==> config.mk <==
export PLATFORM = sky130hd
export DESIGN_NAME = jsc_ram
export DESIGN_NICKNAME = d
export VERILOG_FILES = /design/src/design/jsc_ram.sv
export SDC_FILE = /design/constraint.sdc
export NUM_CORES = 1
export LEC_CHECK = 0
export BUFFER_PORTS_ARGS = -buffer_cell sky130_fd_sc_hd__buf_2
export CORE_ASPECT_RATIO = 1.25
export CORE_UTILIZATION = 30
export CTS_BUF_LIST = sky130_fd_sc_hd__clkbuf_4
export CTS_CLUSTER_DIAMETER = 80
export CTS_CLUSTER_SIZE = 40
export DETAILED_ROUTE_END_ITERATION = 10
export HOLD_SLACK_MARGIN = 0.12
export PLACE_DENSITY = 0.46
export SYNTH_ARGS = -nofsm -noshare
export SYNTH_HDL_FRONTEND = slang
export SYNTH_SLANG_ARGS = --single-unit
==> constraint.sdc <==
create_clock -name clock -period 2.5 [get_ports clock]
set_clock_uncertainty 0.1 [all_clocks]
set_input_delay 0.125 -clock clock [delete_from_list [all_inputs] [get_ports clock]]
set_output_delay 0.125 -clock clock [all_outputs]
set_load 0.05 [all_outputs]
==> src/design/jsc_ram.sv <==
// Generic single-port-write, single-port-read RAM with a registered read.
// No dependencies; used for the container stack of the JSON structure checker.
module jsc_ram #(
   parameter int WIDTH = 1,
   parameter int DEPTH = 64,
   localparam int AW = (DEPTH > 1) ? $clog2(DEPTH) : 1
) (
   input  logic             clock,
   input  logic             wr_en,
   input  logic [AW-1:0]    wr_addr,
   input  logic [WIDTH-1:0] wr_data,
   input  logic [AW-1:0]    rd_addr,
   output logic [WIDTH-1:0] rd_data
);

   logic [WIDTH-1:0] mem_ff [DEPTH];
   logic [WIDTH-1:0] rd_data_ff;

   always_ff @(posedge clock) begin
      if (wr_en) begin
         mem_ff[wr_addr] <= wr_data;
      end
      rd_data_ff <= mem_ff[rd_addr];
   end

   assign rd_data = rd_data_ff;

endmodule

==> metrics.cfg <==
[logic_synthesis]
syn_area_per_cell_sq_um = 14.28
syn-num-nets = 219
synth_cell_types = 25
ys_seq_elements = 65
syn_inst = 204
synth.cell_area_sq_mm = 0.002914
synth_warnings = 0
ys_seq_area_frac = 0.6664

[final_layout]
fin_util = 0.3636
nets = 244
fin_area_sq_mm = 0.003371
fin_cells = 358
drive_gt1_frac = 0.1880
syn_to_final_growth_pct = 15.67

[sta]
rsz0062_at_grt = false
setup_viol = 0
maxSlewViolCount = 0
post-route-min-period_ns = 1.967
max_slew.worst_pin.slew_ns = 0.5456
setup_tns_ns = 0
clock.fmax_mhz = 508.4
hold_violations = 0
relSlewSlack = 0.6352
fin_crit_sh = 0.7867

[critical_path]
critPathCaptureType = register
crit_type = register to register
cp.required_ns = 2.72
r2r-start = mem_ff[3]
critPathArrivalTime_ns = 2.18
crit_fanout = 1
critPathLaunch = mem_ff[3]
startpoint_type = register

[placement]
numPortBuffers = 15
dp_cells = 333
dp_hpwl_microns = 4198
placed_area_sq_mm = 0.003112
place_congestion = 0.7030

[clocking]
cts.clk_slew.worst_paths_ns = 0.10
htreeDepth = 3
numCtsBuffers = 9
cts.repair.resized = 0
cts_sinks = 65
clk-insertion-delay-late_ns = 0.42
cts.path.max_buffers = 2
cts-root-buf = clkbuf_4
cts_tree = yes

[global_routing]
overflow = 0
grt_usage = 0.1411
first_global_vias = 1780
grt_antenna_before_repair = 1
grt_max_degree = 29
grt_first_pass_wirelength_microns = 10170

[drt]
num_vias = 1711
wl_per_cell_microns = 17.87
drt_iter0_drc = 103
wl_microns = 6396
post_drt_via_cell_ratio = 4.779
drc = 0
first_pass_iters = 4
ant_nets = 0

[power]
p_leak_nw = 1.053
peakVddDrop_v = 0.0002558
p_per_area_mw_per_mm2 = 665.7

[floorplan]
die_w_microns = 90.15
die_y_microns = 112.2
dieArea_sq_mm = 0.01011
start_util = 0.3143
rows = 39
fp.coreArea_sq_mm = 0.009271
ios = 16

[hold_path]
hp-start = rd_addr[4]
hold_path_class = input port to register

[flow_run]
maxCapViolCount = 0

[outcome]
outcome = completed

final timing paths:
kind	end	slack, ns	cells after the start
worst min-delay path	rd_data	0.15	4
worst max-delay path	rd_data	0.53	4
worst max register to register	rd_data	0.53	4
worst min register to register	rd_data	0.79	4
timing repair:
item                      4_1_cts  5_1_grt
hold endpoints to repair       21        0
setup buffers                   0        0
hold buffers                    8        0
cell usage in the layout, fill, tap and decap left out, drive strengths merged:
cell type / count
dfxtp: 1
or3b: 1
a21oi: 1
or2: 1
diode: 1
bufinv: 3
nand3: 9
edfxtp: 64
a22oi: 2
and2b: 1
mux4: 17
nand3b: 4
or3: 1
clkbuf: 9
nand4: 3
a32o: 1
nand2b: 2
nor3: 2
nor2b: 5
nor2: 67
buf: 18
a21boi: 1
nand2: 7
clkinv: 4
nand4b: 1
a41oi: 1
dlygate4sd3: 8
stage by stage:
step                total power [mW]  worst slack [ns]  hold slack (ns)
finish                         2.244            0.5332           0.1540
CTS                            2.268            0.5388           0.1213
global route                   2.331            0.4993           0.1615
global placement               1.384            0.4547           0.3180
floorplan                      1.325            0.6458           0.1239
detailed placement             1.384            0.4202           0.3022
cells in the mapped netlist (all sizes together):
| library cell | n | area [sq um] |
|---|---|---|
| nand2b | 2 | 12.51 |
| dfxtp | 1 | 20.02 |
| a41oi | 1 | 8.760 |
| mux4 | 17 | 409.2 |
| nor2 | 67 | 251.5 |
| a21boi | 1 | 7.510 |
| nand3b | 4 | 30.03 |
| nor3 | 2 | 10.01 |
| a22oi | 2 | 15.01 |
| a21oi | 1 | 5.000 |
| nand3 | 9 | 45.04 |
| or3 | 1 | 6.260 |
| and2b | 1 | 7.510 |
| clkbuf | 10 | 37.54 |
| nand4b | 1 | 8.760 |
| a32o | 1 | 10.01 |
| or2 | 1 | 6.260 |
| nand4 | 3 | 18.77 |
| nor2b | 5 | 31.28 |
| nand2 | 7 | 26.28 |
| or3b | 1 | 8.760 |
| edfxtp | 64 | 1922 |
| buf | 2 | 16.26 |
area by class of cell:
type	instances	area, sq um
Tap cell	123	153.9
Multi-Input combinational cell	127	918.4
Sequential cell	65	1942
Antenna cell	1	2.502
Fill cell	946	5901
Timing Repair Buffer	26	177.7
Clock inverter	7	108.9
Clock buffer	9	67.56
sequential cells by signal, indices dropped and copies added, names as in the netlist:
| signal | flops |
|---|---|
| mem_ff | 64 |
| rd_data | 1 |
cells by family (layout without fill, tap and decap cells):
family	count (synthesis)	in the layout	synth area share
and+or+nand+nor	104	104	0.1589
DFF	65	65	0.6664
muxes	17	17	0.1404
buffers and inverters	12	42	0.01846
AOI/OAI and AO/OA	6	6	0.01589
other	0	1	0
metal layers:
layer | vias up | GRT usage | routed length, microns
met5 | - | 0 | 0
met4 | 0 | 0.07849 | 183
met3 | 14 | 0.04133 | 254
met2 | 34 | 0.2351 | 3233
met1 | 847 | 0.1631 | 2725
li1 | 816 | - | -
power breakdown:
group          leakage [nW]  total [mW]  internal (mW)  switching (mW)
clock network        0.0971       0.879          0.498           0.381
registers             0.584        1.21           1.20         0.00257
logic                 0.372       0.159         0.0609          0.0976
total                  1.05        2.24           1.76           0.481
critical path: stages, from the launching register on:
cell and delay, ns:
edfxtp_1 0.39, mux4_1 0.52, mux4_2 0.46, or2_0 0.21, a32o_1 0.20
Note: power is estimated with default switching activity, not from simulation.
